`config.mk`:
```
export PLATFORM = sky130hd
export DESIGN_NAME = lhp99_div100
export DESIGN_NICKNAME = d
export VERILOG_FILES = /design/src/lhp99_pkg.sv /design/src/lhp99_div100.sv
export SDC_FILE = /design/constraint.sdc
export NUM_CORES = 2
export LEC_CHECK = 0
export ABC_CLOCK_PERIOD_IN_PS = 18300
export BUFFER_PORTS_ARGS = -buffer_cell sky130_fd_sc_hd__buf_2
export CAP_MARGIN = 30
export CELL_PAD_IN_SITES_DETAIL_PLACEMENT = 1
export CELL_PAD_IN_SITES_GLOBAL_PLACEMENT = 1
export CORE_MARGIN = 3
export CORE_UTILIZATION = 55
export DETAILED_ROUTE_END_ITERATION = 7
export PLACE_DENSITY_LB_ADDON = 0.05
export SETUP_SLACK_MARGIN = 0.3
export SYNTH_ARGS = -nofsm -noshare
export SYNTH_HDL_FRONTEND = slang
export SYNTH_SLANG_ARGS = --single-unit
export TNS_END_PERCENT = 10
```
`constraint.sdc`:
```
create_clock -name clk -period 18.3 [get_ports clk]
set_input_delay 2.745 -clock clk [delete_from_list [all_inputs] [get_ports clk]]
set_output_delay 2.745 -clock clk [all_outputs]
set_load 0.01 [all_outputs]
```
`src/lhp99_pkg.sv`:
```
// Shared types, widths and constants for the latency histogram / p99 unit.
// No dependencies; imported by every module of the block.
`default_nettype none

package lhp99_pkg;

    localparam int LAT_W           = 64;
    localparam int SAMPLE_W        = 35;
    localparam int OUT_FIELDS_W    = SAMPLE_W + LAT_W;
    localparam int OUT_TDATA_W     = ((OUT_FIELDS_W + 7) / 8) * 8;
    localparam int NUM_BOUND_REGS  = 7;
    localparam int CFG_IDX_W       = 3;

    localparam int NUM_BUCKETS_DEF = 7;
    localparam int COUNT_WIDTH_DEF = 32;

    localparam int DIVISOR         = 100;

    localparam logic [SAMPLE_W-1:0] SAMPLE_MAX = '1;

    // request kinds carried on s_tuser
    localparam logic REQ_REPORT  = 1'b0;
    localparam logic REQ_CONSUME = 1'b1;

    // configuration register indexes
    localparam logic [CFG_IDX_W-1:0] CFG_GUARD   = 3'd0;
    localparam logic [CFG_IDX_W-1:0] CFG_BOUND_0 = 3'd1;

    typedef logic [LAT_W-1:0] bound_arr_t [NUM_BOUND_REGS];

    localparam bound_arr_t BOUND_RESET = '{
        64'd1000, 64'd10000, 64'd100000, 64'd1000000,
        64'd10000000, 64'd100000000, 64'd1000000000
    };

    // 64-bit add that sticks at all ones
    function automatic logic [LAT_W-1:0] sat_add(input logic [LAT_W-1:0] a,
                                                 input logic [LAT_W-1:0] b);
        logic [LAT_W:0] s;
        s = {1'b0, a} + {1'b0, b};
        return s[LAT_W] ? '1 : s[LAT_W-1:0];
    endfunction

endpackage

`default_nettype wire

```
`src/lhp99_div100.sv`:
```
// Divide by the constant 100 as a reciprocal multiply, one 32x32 partial product a cycle.
// Depends on lhp99_pkg.
`default_nettype none

module lhp99_div100 (
    input  wire logic                       clk,
    input  wire logic                       rst_n,
    input  wire logic                       start,
    input  wire logic [lhp99_pkg::LAT_W-1:0] dividend,
    output      logic                       done,
    output      logic [lhp99_pkg::LAT_W-1:0] quotient
);
    import lhp99_pkg::*;

    localparam int HALF_W  = LAT_W / 2;
    localparam int PROD_W  = 2 * LAT_W;
    // ceil(2^66 / 25): ((x >> 2) * RECIP) >> 66 is x / 100 for every 64-bit x
    localparam logic [LAT_W-1:0] RECIP = 64'h28F5_C28F_5C28_F5C3;
    localparam int Q_SHIFT = 66;
    localparam logic [2:0] STEPS = 3'd4;

    logic [LAT_W-1:0]  y_reg;
    logic [PROD_W-1:0] acc_reg;
    logic [2:0]        cnt_reg;
    logic              done_reg;
    logic [HALF_W-1:0] op_a;
    logic [HALF_W-1:0] op_b;
    logic [LAT_W-1:0]  prod;
    logic [PROD_W-1:0] term;

    // steps 4..1: lo*lo, lo*hi, hi*lo, hi*hi
    assign op_a = (cnt_reg < 3'd3) ? y_reg[LAT_W-1:HALF_W] : y_reg[HALF_W-1:0];
    assign op_b = cnt_reg[0] ? RECIP[LAT_W-1:HALF_W] : RECIP[HALF_W-1:0];
    assign prod = LAT_W'(op_a) * LAT_W'(op_b);
    assign term = (cnt_reg == STEPS) ? {{LAT_W{1'b0}}, prod} :
                  (cnt_reg == 3'd1)  ? {prod, {LAT_W{1'b0}}} :
                                       {{HALF_W{1'b0}}, prod, {HALF_W{1'b0}}};

    always_ff @(posedge clk or negedge rst_n)
    begin
        if (!rst_n)
        begin
            cnt_reg  <= '0;
            done_reg <= 1'b0;
        end
        else
        begin
            done_reg <= (cnt_reg == 3'd1);
            if (start)
            begin
                cnt_reg <= STEPS;
            end
            else if (cnt_reg != '0)
            begin
                cnt_reg <= cnt_reg - 3'd1;
            end
        end
    end

    always_ff @(posedge clk)
    begin
        if (start)
        begin
            y_reg   <= {2'b00, dividend[LAT_W-1:2]};
            acc_reg <= '0;
        end
        else if (cnt_reg != '0)
        begin
            acc_reg <= acc_reg + term;
        end
    end

    assign done     = done_reg;
    assign quotient = {2'b00, acc_reg[PROD_W-1:Q_SHIFT]};

endmodule

`default_nettype wire

```
Word level (Yosys, flattened, before mapping)

Cells that the tools add are included.
Widths: inputs -> output; s select.

Order comparisons: 1
Mux-type cells: 6
Reduce and logical (&&, ||, !) cells: 2
$mul: 1
Add/sub/neg operators: 2
Eq/ne operators: 2

Operators with widths:

| kind                | count |
|---|---|
| $mux 127            | 2 |
| $add 128x127->128   | 1 |
| $mul 32x31->63      | 1 |
| $mux 32             | 1 |
| $mux 31             | 1 |
| $mux 3              | 2 |
| $eq 3x1->1 const B  | 1 |
| $eq 3x3->1 const B  | 1 |
| $lt 3x2->1 const B  | 1 |
| $reduce_bool 3->1   | 1 |
| $sub 3x1->3 const B | 1 |
| $reduce_bool 2->1   | 1 |

Bits in registers: 194
Input port bits: 67
Output and inout bits: 65

Depth between registers and ports, before layout

Depth after elaboration: 6
Depth in mapped cells: 51
Gate-level depth less buffers: 48

Least setup slack after synthesis

OpenSTA, ideal clock, no wires.

Path kind: reg-to-reg
Start: reg cnt_reg[2]
End: reg acc_reg[125]
Data required time: 18.183 ns
Setup slack: 5.874 ns
Arrival time: 12.309 ns
Clock period less this slack: 12.426 ns
Stages on the path, launching flop included: 50
Setup time: 0.117 ns
Cell sequence: dfrtp_1 > clkbuf_1 > a21oi_1 > clkbuf_1 > clkbuf_1 > mux2i_1 > inv_1 > nand2_1 > inv_1 > fa_1 > fa_1 > fa_1 > inv_1 > fa_1 > inv_1 > fa_1 > fa_1 > fa_1 > [14 not listed] > a311oi_2 > xor2_1 > o22ai_1 > ha_1 > clkbuf_1 > a21oi_1 > o21ai_0 > a21oi_1 > o21a_1 > o221ai_1 > or3_1 > a31o_2 > a311o_1 > a21oi_1 > o21a_1 > o21ai_1 > xor2_1 > a22o_1

Longest elaborated chain between the ends: 6
Elaborated cells on any way between the ends: 9
Classes of those cells: add/sub (1); mul (1); order compare (1); eq/ne (2); mux (3); reduce/logical (1)

RTL lines:

| element                  | line               | source |
|---|---|---|
| start: declaration       | lhp99_div100.sv:24 | `logic [2:0] cnt_reg;` |
| start signal: assignment | lhp99_div100.sv:55 | `cnt_reg <= cnt_reg - 3'd1;` |
| $lt 3x2->1               | lhp99_div100.sv:32 | `assign op_a = (cnt_reg < 3'd3) ? y_reg[LAT_W-1:HALF_W] : y_reg[HALF_W-1:0];` |
| $mux 32                  | lhp99_div100.sv:32 |  |
| $mul 32x31->63           | lhp99_div100.sv:34 | `assign prod = LAT_W'(op_a) * LAT_W'(op_b);` |
| $mux 127                 | lhp99_div100.sv:36 | `(cnt_reg == 3'd1) ? {prod, {LAT_W{1'b0}}} :` |
| $mux 127                 | lhp99_div100.sv:35 | `assign term = (cnt_reg == STEPS) ? {{LAT_W{1'b0}}, prod} :` |
| $add 128x127->128        | lhp99_div100.sv:69 | `acc_reg <= acc_reg + term;` |
| end signal: assignment   | lhp99_div100.sv:69 |  |
| end: declaration         | lhp99_div100.sv:23 | `logic [PROD_W-1:0] acc_reg;` |

Parallel ways exist; a longest one is shown, timed or not.
A chain may end at the register's enable or synchronous reset.

Worst setup path in the final report

Start: reg cnt_reg[0]
End: reg acc_reg[117]

Same word-level chain as after synthesis.

==> impl_metrics.yaml <==
sta:
  setup_violations: 0
  rsz0062_at_grt: "no"
  final_max_slew_viol_count: 0
  hold_viol: 0
  finalCritPeriodShare_pct: 85.2
  finalHoldWorstSlack_ns: 0.457
  tightest_slew_ns: 1.04
  fmax_mhz: 64.1
  layout_min_cycle_time_ns: 15.59
  totalNegativeSetupSlack_ns: 0
  slew_headroom_pct: 30.1
  final.setup_skew_ns: 0.0252
setup_path:
  critPathCapture: "acc_reg[117]"
  startpoint_type: "flip-flop"
  crit_required_ns: 18.71
  end_kind: "flip-flop"
  r2r_end: "acc_reg[117]"
  crit_top_cell: "fa_1"
  ff2ff_setup_slack_ns: 2.71
  critPathMaxFanout: 37
  cp-startpoint: "cnt_reg[0]"
  max_stage_delay_ns: 0.87
  worstPathArrival_ns: 16.00
  crit_type: "flip-flop to flip-flop"
  rr_startpoint: "cnt_reg[0]"
  cp_slowest_cell: "a21oi_4"
  r2r_cells: 45
die:
  core_um2: 73100
  design.die.area_um2: 77100
  die_h_um: 278
  initial_core_util_pct: 55.6
  die_x_um: 278
  io_pins: 132
  core.rowCount: 99
routing:
  drt_iter0_drc: 2558
  routed_wl_um: 153000
  ant_nets: 0
  drc_errors: 0
  avgRoutedWirePerCell_um: 27.0
  viasPerCell: 6.05
  via_count: 34121
  first_pass_iters: 6
placement:
  place_inst: 5610
  port_buffers: 127
  hpwl_um: 128000
  place.gp.congestion: 0.995
clocking:
  cts_resized: 0
  clk_pin_slew_ns: 0.09
  clock_latency_ns: 0.52
  cts_sinks: 194
  htreeDepth: 4
  hold_buffers: 0
  cts_tree: "built"
  root_buffer: "clkbuf_16"
  cts-buffers-inserted: 17
  cts_setup_buffers: 0
  clk_path_buf_depth: 2
yosys:
  synth-seq-area-share_pct: 11.1
  syn_area_um2: 40600
  synth_warnings: 0
  yosys.cell_count.top_type: "inv_1"
  postSynthCellCount: 4734
  synth-edff-count: 62
  yosysTopAreaCell: "fa_1"
  synth.area.top_cells: "fa_1 29%, ha_1 17%, inv_1 8.2%"
  avgSynthCellArea_um2: 8.58
  synth_top_cell_area_share_pct: 29.4
  ys_seq_elements: 194
  ys_async_sr_fraction_pct: 2.06
  netlist_top_cells_count: "889 x inv_1, 596 x fa_1, 559 x ha_1"
  synth_cell_types: 94
  ys.flop_type: "dfxtp_1"
worst_hold_path:
  hp-class: "flip-flop to flip-flop"
grt:
  grt_max_degree: 126
  grt_use_total_pct: 40.1
  antenna_found_initial: 1
  gr-total-overflow: 0
  grt_pass1_vias: 37613
  grt_pass1_wl_um: 232000
layout:
  nNetsFinal: 5893
  nFillCells: 8738
  largest_reg_flops: 128
  stdcell_count: 5643
  synthToLayoutAreaGrowth_pct: 4.02
  drive_above_1_share_pct: 5.98
run:
  drv_cap: 0
outcome:
  outcome: "complete, no violations"
## critical path: cells and delay by family, from the launching register on
kind                       cells  cell delay, ns
AOI/OAI and AO/OA             20            6.16
xor gates and xnor gates       1            0.16
adders and majority gates     10            5.14
buffers and inverters          6            0.91
DFF                            1            0.68
muxes                          1            0.87
and+or+nand+nor                7            1.53
## cells in the final DEF (no fill, tap or decap), types with 77 or more instances in the layout
| master | netlist | layout |
|---|---|---|
| inv_1 | 889 | 889 |
| nor2_1 | 334 | 332 |
| buf_2 | 35 | 126 |
| xor2_1 | 77 | 77 |
| a21oi_1 | 339 | 338 |
| a21o_1 | 104 | 104 |
| xnor2_1 | 123 | 123 |
| fa_1 | 596 | 596 |
| nand2_1 | 463 | 462 |
| ha_1 | 559 | 559 |
| o21ai_0 | 171 | 171 |
| dfxtp_1 | 128 | 128 |
## through the flow
stage | setup WS (ns) | util [%] | cell area [um^2]
detailed placement | 3.08 | 57.0 | 41600
finish | 2.71 | 57.8 | 42200
global route | 2.36 | 57.8 | 42200
floorplan | 5.87 | - | 40600
CTS | 3.02 | 57.8 | 42200
global placement | 3.48 | 56.9 | 41600
## logic make-up (layout without fill, tap and decap cells)
group	count (synthesis)	in the layout	share of synthesized area, %
AO/OA/AOI/OAI	909	909	13.9
XOR/XNOR	200	200	4.31
adder cells (fa/ha/maj)	1155	1155	46.6
buffers and inverters	1158	1104	11.4
flip-flops	194	194	11.1
multiplexers	25	25	0.631
other	2	6	0.0185
AND/OR/NAND/NOR	1091	1091	11.9
## how the worst min path moves through the flow
| stage | from | endpoint | slack, ns | cells after the start |
|---|---|---|---|---|
| after floorplan | acc_reg[61] | acc_reg[61] | 0.43 | 2 |
| after global placement | acc_reg[61] | acc_reg[61] | 0.44 | 2 |
| after detailed placement | acc_reg[61] | acc_reg[61] | 0.45 | 2 |
| after CTS | acc_reg[61] | acc_reg[61] | 0.46 | 2 |
| after global routing | acc_reg[61] | acc_reg[61] | 0.48 | 2 |
| final | acc_reg[61] | acc_reg[61] | 0.46 | 2 |
## layout make-up
class | instances | area, um^2 | share of cell area (%)
Clock buffer | 18 | 450 | 1.07
Sequential cell | 194 | 4530 | 10.7
Timing Repair Buffer | 179 | 1040 | 2.47
Antenna cell | 1 | 2.50 | 0.00592
Tap cell | 959 | 1200 | 2.84
Clock inverter | 13 | 165 | 0.391
Multi-Input combinational cell | 3385 | 31500 | 74.6
Inverter | 894 | 3360 | 7.94
## per-layer routing
metal,GRT usage [%],up-vias,part of all wire [%]
met5,0,-,0
li1,-,15148,-
met1,49.5,17189,39
met2,66.4,1329,47
met4,22.3,0,6.5
met3,7.30,455,6.9
Power is left out: the tool's default activity adds up to more than one toggle a clock period on the data nets, which glitch-free logic cannot reach.
