## src/lhp99_pkg.sv

```systemverilog
// Shared types, widths and constants for the latency histogram / p99 unit.
// No dependencies; imported by every module of the block.
`default_nettype none

package lhp99_pkg;

    localparam int LAT_W           = 64;
    localparam int SAMPLE_W        = 35;
    localparam int OUT_FIELDS_W    = SAMPLE_W + LAT_W;
    localparam int OUT_TDATA_W     = ((OUT_FIELDS_W + 7) / 8) * 8;
    localparam int NUM_BOUND_REGS  = 7;
    localparam int CFG_IDX_W       = 3;

    localparam int NUM_BUCKETS_DEF = 7;
    localparam int COUNT_WIDTH_DEF = 32;

    localparam int DIVISOR         = 100;

    localparam logic [SAMPLE_W-1:0] SAMPLE_MAX = '1;

    // request kinds carried on s_tuser
    localparam logic REQ_REPORT  = 1'b0;
    localparam logic REQ_CONSUME = 1'b1;

    // configuration register indexes
    localparam logic [CFG_IDX_W-1:0] CFG_GUARD   = 3'd0;
    localparam logic [CFG_IDX_W-1:0] CFG_BOUND_0 = 3'd1;

    typedef logic [LAT_W-1:0] bound_arr_t [NUM_BOUND_REGS];

    localparam bound_arr_t BOUND_RESET = '{
        64'd1000, 64'd10000, 64'd100000, 64'd1000000,
        64'd10000000, 64'd100000000, 64'd1000000000
    };

    // 64-bit add that sticks at all ones
    function automatic logic [LAT_W-1:0] sat_add(input logic [LAT_W-1:0] a,
                                                 input logic [LAT_W-1:0] b);
        logic [LAT_W:0] s;
        s = {1'b0, a} + {1'b0, b};
        return s[LAT_W] ? '1 : s[LAT_W-1:0];
    endfunction

endpackage

`default_nettype wire

```

## src/lhp99_mem.sv

```systemverilog
// Bucket counter store: one synchronous RAM, one read and one write port.
// Per-entry valid bits give the all-zero reset and the clear-on-consume.
// Depends on lhp99_pkg.
`default_nettype none

module lhp99_mem #(
    parameter int DEPTH = lhp99_pkg::NUM_BUCKETS_DEF,
    parameter int WIDTH = lhp99_pkg::COUNT_WIDTH_DEF,
    parameter int IDX_W = (DEPTH > 1) ? $clog2(DEPTH) : 1
) (
    input  wire logic             clk,
    input  wire logic             rst_n,
    input  wire logic             rd_en,
    input  wire logic [IDX_W-1:0] rd_addr,
    output      logic [WIDTH-1:0] rd_count,
    input  wire logic             wr_en,
    input  wire logic [IDX_W-1:0] wr_addr,
    input  wire logic [WIDTH-1:0] wr_data,
    input  wire logic             clr_en,
    input  wire logic [IDX_W-1:0] clr_addr
);
    import lhp99_pkg::*;

    logic [WIDTH-1:0] count_mem [DEPTH];
    logic [DEPTH-1:0] vld_reg;
    logic [WIDTH-1:0] rd_data_reg;
    logic             rd_hit_reg;

    always_ff @(posedge clk)
    begin
        if (wr_en)
        begin
            count_mem[wr_addr] <= wr_data;
        end
        if (rd_en)
        begin
            rd_data_reg <= count_mem[rd_addr];
        end
    end

    // valid bit is sampled with the read so a same-edge clear is not seen
    always_ff @(posedge clk or negedge rst_n)
    begin
        if (!rst_n)
        begin
            vld_reg    <= '0;
            rd_hit_reg <= 1'b0;
        end
        else
        begin
            if (rd_en)
            begin
                rd_hit_reg <= vld_reg[rd_addr];
            end
            if (wr_en)
            begin
                vld_reg[wr_addr] <= 1'b1;
            end
            if (clr_en)
            begin
                vld_reg[clr_addr] <= 1'b0;
            end
        end
    end

    assign rd_count = rd_hit_reg ? rd_data_reg : '0;

endmodule

`default_nettype wire

```

## config.mk

```make
export PLATFORM = sky130hd
export DESIGN_NAME = lhp99_mem
export DESIGN_NICKNAME = d
export VERILOG_FILES = /design/src/lhp99_pkg.sv /design/src/lhp99_mem.sv
export SDC_FILE = /design/constraint.sdc
export NUM_CORES = 1
export LEC_CHECK = 0
export ABC_AREA = 1
export BUFFER_PORTS_ARGS = -buffer_cell sky130_fd_sc_hd__buf_4
export CAP_MARGIN = 20
export CORE_AREA = 8 8 196 198
export DETAILED_ROUTE_END_ITERATION = 16
export DIE_AREA = 0 0 204 206
export SYNTH_ARGS = -nofsm -noshare
export SYNTH_HDL_FRONTEND = slang
export SYNTH_SLANG_ARGS = --single-unit
```

## constraint.sdc

```tcl
create_clock -name clk -period 1.4 [get_ports clk]
set_input_delay 0.28 -clock clk [delete_from_list [all_inputs] [get_ports clk]]
set_output_delay 0.28 -clock clk [all_outputs]
set_load 0.02 [all_outputs]
```

### Yosys cells after proc, flatten, opt, wreduce, memory -nomap -nowiden

Memory sizes are Yosys's and may differ from the RTL's. A register that Yosys moved wholly into a read port is not among the register bits.
Cells that the tools add are included.

* word-level logic and storage cells: 24
* bits in writable memories: 224
* output and inout bits: 32
* memories: 1
* register bits: 8
* input bits: 46

* bitwise gates (word level): 3
* multiplexer cells: 11
* reductions and logical operators: 2
* magnitude comparators: 5

Memory list
* count_mem: words 7, width 32, read ports 1, clocked after Yosys merged registers in 1, write ports 1, RTL line lhp99_mem.sv:24 `logic [WIDTH-1:0] count_mem [DEPTH];`

Operators by type and width (count)
* $mux 32: 1
* $mux 7: 2
* $lt 3x4->1 const B: 3
* $and 7x7->7: 1
* $not 7->7: 1
* $or 7x7->7: 1
* $demux 1 s3: 2
* $ge 3x1->1 const B: 2
* $mux 1: 5
* $bmux 1 s3: 1
* $logic_and 1x1->1: 2

### Depth between registers and ports, before layout

Gate-level depths: netlist of the first run.

* depth in word-level cells: 8
* depth in mapped cells: 9
* mapped depth without buffers: 7

### Least setup slack after synthesis of the first run

Ideal clock, no wire load.

* path kind: input -> register
* from: input wr_en
* to: memory count_mem[6][0] (netlist name) (enable)
* setup slack: -1.811 ns
* arrival time: 2.747 ns
* library setup time: 0.464 ns
* path buffers: 0
* data required time: 0.936 ns
* stages: 4
* cells stage by stage: inv_1 > nor2_1 > inv_1 > nor3_1

* cells in the longest elaborated chain, start to end: 2

Ends and longest elaborated chain
* start: declaration: RTL line lhp99_mem.sv:16 `input wire logic wr_en,`
* $mux 1: RTL line lhp99_mem.sv:31 `if (wr_en)`
* $mux 1 (not written as such): RTL line lhp99_mem.sv:33 `count_mem[wr_addr] <= wr_data;`
* end: declaration: RTL line lhp99_mem.sv:24

No other way between the ends.

### Final worst setup path of the first run

* from: register rd_hit_reg
* to: output rd_count[16]

* cells in the longest elaborated chain, start to end: 1

Ends and longest elaborated chain
* start: declaration: RTL line lhp99_mem.sv:27 `logic rd_hit_reg;`
* start signal: assignment: RTL line lhp99_mem.sv:53 `rd_hit_reg <= vld_reg[rd_addr];`
* $mux 32: RTL line lhp99_mem.sv:66 `assign rd_count = rd_hit_reg ? rd_data_reg : '0;`
* end: declaration: RTL line lhp99_mem.sv:15 `output logic [WIDTH-1:0] rd_count,`

No other way between the ends.

==> results.toml, run 1 <==
[placed_design]
dp_hpwl_mm = 14.8
place.gp.congestion = 0.722
dp_cells = 1356
portBuffers = 77

[floorplan]
start_util_pct = 29.5
boundaryPins = 78
die_y_um = 206
die_area_mm2 = 0.0420
core-area_mm2 = 0.0352
num_rows = 69
fp.dieW_um = 204

[clocking]
cts_tree = "yes"
cts_root_buf = "clkbuf_16"
cts_sinks = 264
htree_levels = 1
clock_path_buffers = 3
numCtsBuffers = 27
clk_pin_slew_worst_paths_ns = 0.06
clock_latency_ns = 0.52

[power]
p_leak_nw = 5.03
ir_drop_mv = 0.968
finalPower_mw = 18.1
p_per_area_mw_per_mm2 = 1350

[global_route]
grt_use_total_pct = 11.2
grt-ovfl-total = 0
grt_pass1_vias = 6577
grt_pass1_wl_mm = 36.9
grt_max_degree = 39
antenna_found_initial = 0

[timing]
timing.slew.headroom_pct = 79.5
period_share_pct = 127
drv_slew = 0
fmax_mhz = 562
clock_skew_ns = 0.00867
rsz0062_at_grt = "true"
tightest_slew_ns = 0.306
period_needed_ns = 1.78
finalWorstSetupSlack_ns = -0.379
finalHoldViolations = 0
setup_violations = 32

[status]
violations = "setup timing"
outcome = "complete, but fails checks"

[logic_synthesis]
syn-num-nets = 865
synth_area_per_cell_um2 = 12.7
synthCells = 819
ys_ff_latch = 264
synth_area_mm2 = 0.0104
synth_area_leader_cell = "edfxtp_1"
seq_area_frac_synth_pct = 76.0
yosysTopAreaCellShare_pct = 74.1
ys_types = 22
ys_warn_count = 0
synthTopCellsByArea = "edfxtp_1 (74%), nand2_1 (6.4%), nor2_1 (3.8%)"

[final_layout]
finalNonFillerCells = 1442
n_antenna_cell = 0
nets = 1008
drive_gt1_share_pct = 20.7
largest_reg_flops = 224
area_growth_pct = 29.3
finish.utilization_pct = 38.1

[critical_path]
critical-path-top-delay-family = "buffers and inverters"
crit_chain = "buf_12 > clkbuf_16 > nand2_2 > inv_1 > buf_6"
worst_ep_required_time_ns = 1.12
max_stage_delay_ns = 0.41
worst-endpoint-arrival_ns = 1.50
crit_buf_inv = 4
worstSetupEndpointType = "primary output"
path_class = "flip-flop to primary output"
crit_path_start_kind = "flip-flop"
worstPathMaxFanout = 7
critPathSlowestCell = "dfrtp_2"

[route]
route.detailed.drc = 0
first_pass_iters = 5
wl_mm = 24.3
drt-initial-drc-count = 501
wl_per_cell_um = 16.9
ant_nets = 0
vias_per_cell = 4.48
vias = 6453

[flow_run]
cap_viol_max_count = 0

[min_path]
hp-class = "input port to flip-flop"
-- through the flow --
stage          TNS, ns  setup slack [ns]  cell area (µm²)  hold slack (ns)
6_report        -11.09            -0.379            13400           0.0894
5_1_grt         -12.63            -0.427            13400           0.0973
4_1_cts         -10.69            -0.373            13300           0.0633
3_5_place_dp     -4.97           -0.0731            12000            0.105
3_3_place_gp     -3.67           -0.0618            12000            0.106
2_1_floorplan   -18.16            -0.341            10500          -0.0156
-- placed cells by master (no fill, tap or decap), drive strengths merged --
cell / instances
a21oi: 1
a31oi: 1
buf: 124
bufinv: 4
clkbuf: 33
clkinv: 12
clkinvlp: 2
dfrtp: 8
dlygate4sd3: 34
edfxtp: 256
inv: 50
nand2: 176
nand3: 41
nor2: 104
nor3: 1
o211ai: 32
o21a: 2
o21ai: 96
o22a: 1
o22ai: 3
-- final cells by class --
type | instances | area (µm²)
Clock inverter | 17 | 186
Clock buffer | 31 | 691
Fill cell | 3360 | 21800
Tap cell | 461 | 577
Timing Repair Buffer | 160 | 1720
Inverter | 51 | 210
Multi-Input combinational cell | 458 | 2150
Sequential cell | 264 | 7890
-- timing repair --
item	4_1_cts	5_1_grt
cloned	0	3
hold buffers	34	0
gates resized for setup	19	33
setup buffers	1	1
endpoints found under the setup margin	32	32
hold endpoints to repair	233	0
-- cell usage after synthesis --
library cell and number:
o22a_1 1, buf_1 1, o21ai_0 34, a31oi_1 1, buf_6 6, inv_1 49, inv_2 1, nand2_1 176
buf_2 25, clkbuf_1 10, nor2_1 104, o211ai_1 32, dfrtp_1 8, a21oi_1 1, nor3_1 1, nand3_1 41
o22ai_1 3, inv_4 1, buf_4 4, edfxtp_1 256, o21a_1 2, o21ai_1 62
-- tightest hold or removal path: stages --
cell and delay, ns:
buf_4 0.12, inv_1 0.08, a31oi_1 0.08
-- layer usage --
metal  track usage (%)  wire length [µm]
met5                 0                 0
met4              2.42               323
met3              1.77              1210
met2              19.4             12100
met1              14.6             10700
-- report_power, final --
part / switching (mW) / internal [mW]
Sequential: 0.0996 / 9.03
Clock: 2.87 / 4.26
Combinational: 1.05 / 0.783
-- kinds of logic (layout without fill, tap and decap cells) --
family / Yosys count / count (layout) / share of synthesized area, %
buffers and inverters: 97 / 259 / 4.41
DFF: 264 / 264 / 76.0
and+or+nand+nor: 322 / 322 / 12.1
AOI/OAI and AO/OA: 136 / 136 / 7.46
-- worst paths after layout --
| kind | start | to | slack, ns | cells after the start |
|---|---|---|---|---|
| max | rd_hit_reg$_DFFE_PN0P_ | rd_count[16] | -0.38 | 5 |
| min | clr_addr[1] | vld_reg[4]$_DFF_PN0_ | 0.09 | 3 |
| max reg2reg | count_mem[2][5]$_DFFE_PP_ | rd_data_reg[5]$_DFFE_PP_ | 0.36 | 6 |
| min reg2reg | vld_reg[6]$_DFF_PN0_ | vld_reg[6]$_DFF_PN0_ | 0.49 | 1 |
| min in group asynchronous | rst_n | vld_reg[4]$_DFF_PN0_ | 0.14 | 2 |
| max in group asynchronous | rst_n | rd_hit_reg$_DFFE_PN0P_ | 1.13 | 2 |
Power figures use the tool's default switching activity.
==> run 2, diff against run 1 <==
Settings changed: CORE_AREA 8 8 196 198 to 8 8 179 215, DIE_AREA 0 0 204 206 to 0 0 187 223.
==> results.toml, run 2 (same netlist as run 1, synthesis figures left out) <==
[critical_path]
worstSetupEndpointType = "primary output"
worstPathMaxFanout = 20
crit_path_start_kind = "flip-flop"
max_stage_delay_ns = 0.44
reg2reg_from = "count_mem[2][31]$_DFFE_PP_"
path_class = "flip-flop to primary output"
critPathSlowestCell = "dfrtp_2"
r2r_end = "rd_data_reg[31]$_DFFE_PP_"
critical-path-top-delay-family = "flip-flops"
rrSetupSlack_ns = 0.38
worst_ep_required_time_ns = 1.12
reg2regPathDepth = 6
worst-endpoint-arrival_ns = 1.41
crit_chain = "buf_12 > nand2_2 > inv_1 > buf_4"
crit_buf_inv = 3

[floorplan]
num_rows = 76
core-area_mm2 = 0.0353
die_y_um = 223
fp.dieW_um = 187
start_util_pct = 29.4
die_area_mm2 = 0.0417
boundaryPins = 78

[timing]
drv_slew = 0
period_share_pct = 121
rsz0062_at_grt = "true"
period_needed_ns = 1.69
tns_ns = -7.80
setup_violations = 32
finalHoldViolations = 0
tightest_slew_ns = 0.296
clock_skew_ns = 0.0159
finalWorstSetupSlack_ns = -0.292
timing.slew.headroom_pct = 80.2
fmax_mhz = 591

[route]
drt-initial-drc-count = 447
route.detailed.drc = 0
wl_mm = 23.2
vias_per_cell = 4.44
vias = 6407
ant_nets = 0
wl_per_cell_um = 16.1
first_pass_iters = 4

[final_layout]
finalNonFillerCells = 1443
finish.utilization_pct = 37.5
nFillCells = 3346
area_growth_pct = 27.5
largest_reg_flops = 224
layout_common_cells = "edfxtp_1 (256), nand2_1 (163), nor2_1 (96)"
final_common_cell = "edfxtp_1"
drive_gt1_share_pct = 20.1
nets = 1003
n_antenna_cell = 0

[clocking]
htree_levels = 1
clock_path_buffers = 3
clk_pin_slew_worst_paths_ns = 0.06
cts_sinks = 264
cts_setup_buffers = 0
cts_root_buf = "clkbuf_16"
numCtsBuffers = 25
clock_latency_ns = 0.53
cts_tree = "yes"

[flow_run]
cap_viol_max_count = 0

[global_route]
grt_pass1_vias = 6601
grt-ovfl-total = 0
antenna_found_initial = 1
grt_max_degree = 49
grt_pass1_wl_mm = 36.7
grt_use_total_pct = 11.0

[placed_design]
dp_cells = 1365
portBuffers = 77
dp_hpwl_mm = 14.8
place.gp.congestion = 0.707
post-place-ws_ns = -0.0551

[status]
outcome = "complete, but fails checks"
violations = "setup timing"

[min_path]
hp-class = "input port to flip-flop"
worstHoldEndpoint = "vld_reg[2]$_DFF_PN0_"
hold_depth = 3
hold_start = "clr_addr[0]"

[power]
p_leak_nw = 4.92
ir_drop_mv = 0.749
p_per_area_mw_per_mm2 = 1300
## run 2: cell types whose count changed in the layout (fill, tap and decap cells not counted), sizes merged
cell / change
clkbuf: -4
dlygate4sd3: -1
bufinv: -2
clkinvlp: +1
## run 2: where the power goes
group	total (mW)	switching, mW	internal (mW)
clock network	6.41	2.76	3.64
logic	1.70	0.981	0.715
registers	9.14	0.105	9.03
total	17.2	3.85	13.4
## run 2: per-layer routing
metal	routed length (µm)	part of all wire, %	GRT usage, %
met1	9890	43	13.4
met5	8	0.034	0
met4	396	1.7	3.49
met3	985	4.2	1.77
met2	12000	51	19.8
## run 2: layout make-up
class	instances	area [µm²]	share of cell area [%]
Clock inverter	16	130	0.983
Sequential cell	264	7890	59.6
Inverter	51	209	1.58
Multi-Input combinational cell	458	2140	16.2
Clock buffer	29	641	4.84
Tap cell	468	586	4.42
Timing Repair Buffer	157	1640	12.4
## run 2: worst max-delay path by stage
stage | start | endpoint | slack, ns | cells past startpoint
4_1_cts | rd_hit_reg$_DFFE_PN0P_ | rd_count[0] | -0.36 | 4
3_3_place_gp | wr_addr[2] | count_mem[5][23]$_DFFE_PP_ | -0.07 | 6
2_1_floorplan | wr_en | count_mem[6][0]$_DFFE_PP_ | -0.34 | 4
6_report | rd_hit_reg$_DFFE_PN0P_ | rd_count[0] | -0.29 | 4
5_1_grt | rd_hit_reg$_DFFE_PN0P_ | rd_count[0] | -0.36 | 4
3_5_place_dp | wr_addr[2] | count_mem[5][23]$_DFFE_PP_ | -0.06 | 6
## run 2: per-stage QoR
stage | cell area [µm²] | power [mW] | hold slack [ns]
after global routing | 13200 | 17.9 | 0.0440
after global placement | 12000 | 10.8 | 0.106
final | 13200 | 17.2 | 0.0338
after floorplan | 10500 | 10.1 | -0.0156
after detailed placement | 12000 | 10.9 | 0.107
after CTS | 13200 | 17.4 | 0.00942
## run 2: worst reg2reg max path, delay by kind of cell (launching register included)
| family | cells | cell delay, ns |
|---|---|---|
| flip-flops | 1 | 0.35 |
| AND/OR/NAND/NOR | 4 | 0.27 |
| AO/OA/AOI/OAI | 2 | 0.15 |
## run 2: what timing repair did
item,4_1_cts,5_1_grt
resized for setup,38,12
hold endpoints to repair,232,0
setup endpoints to repair,32,32
hold buffers,33,0
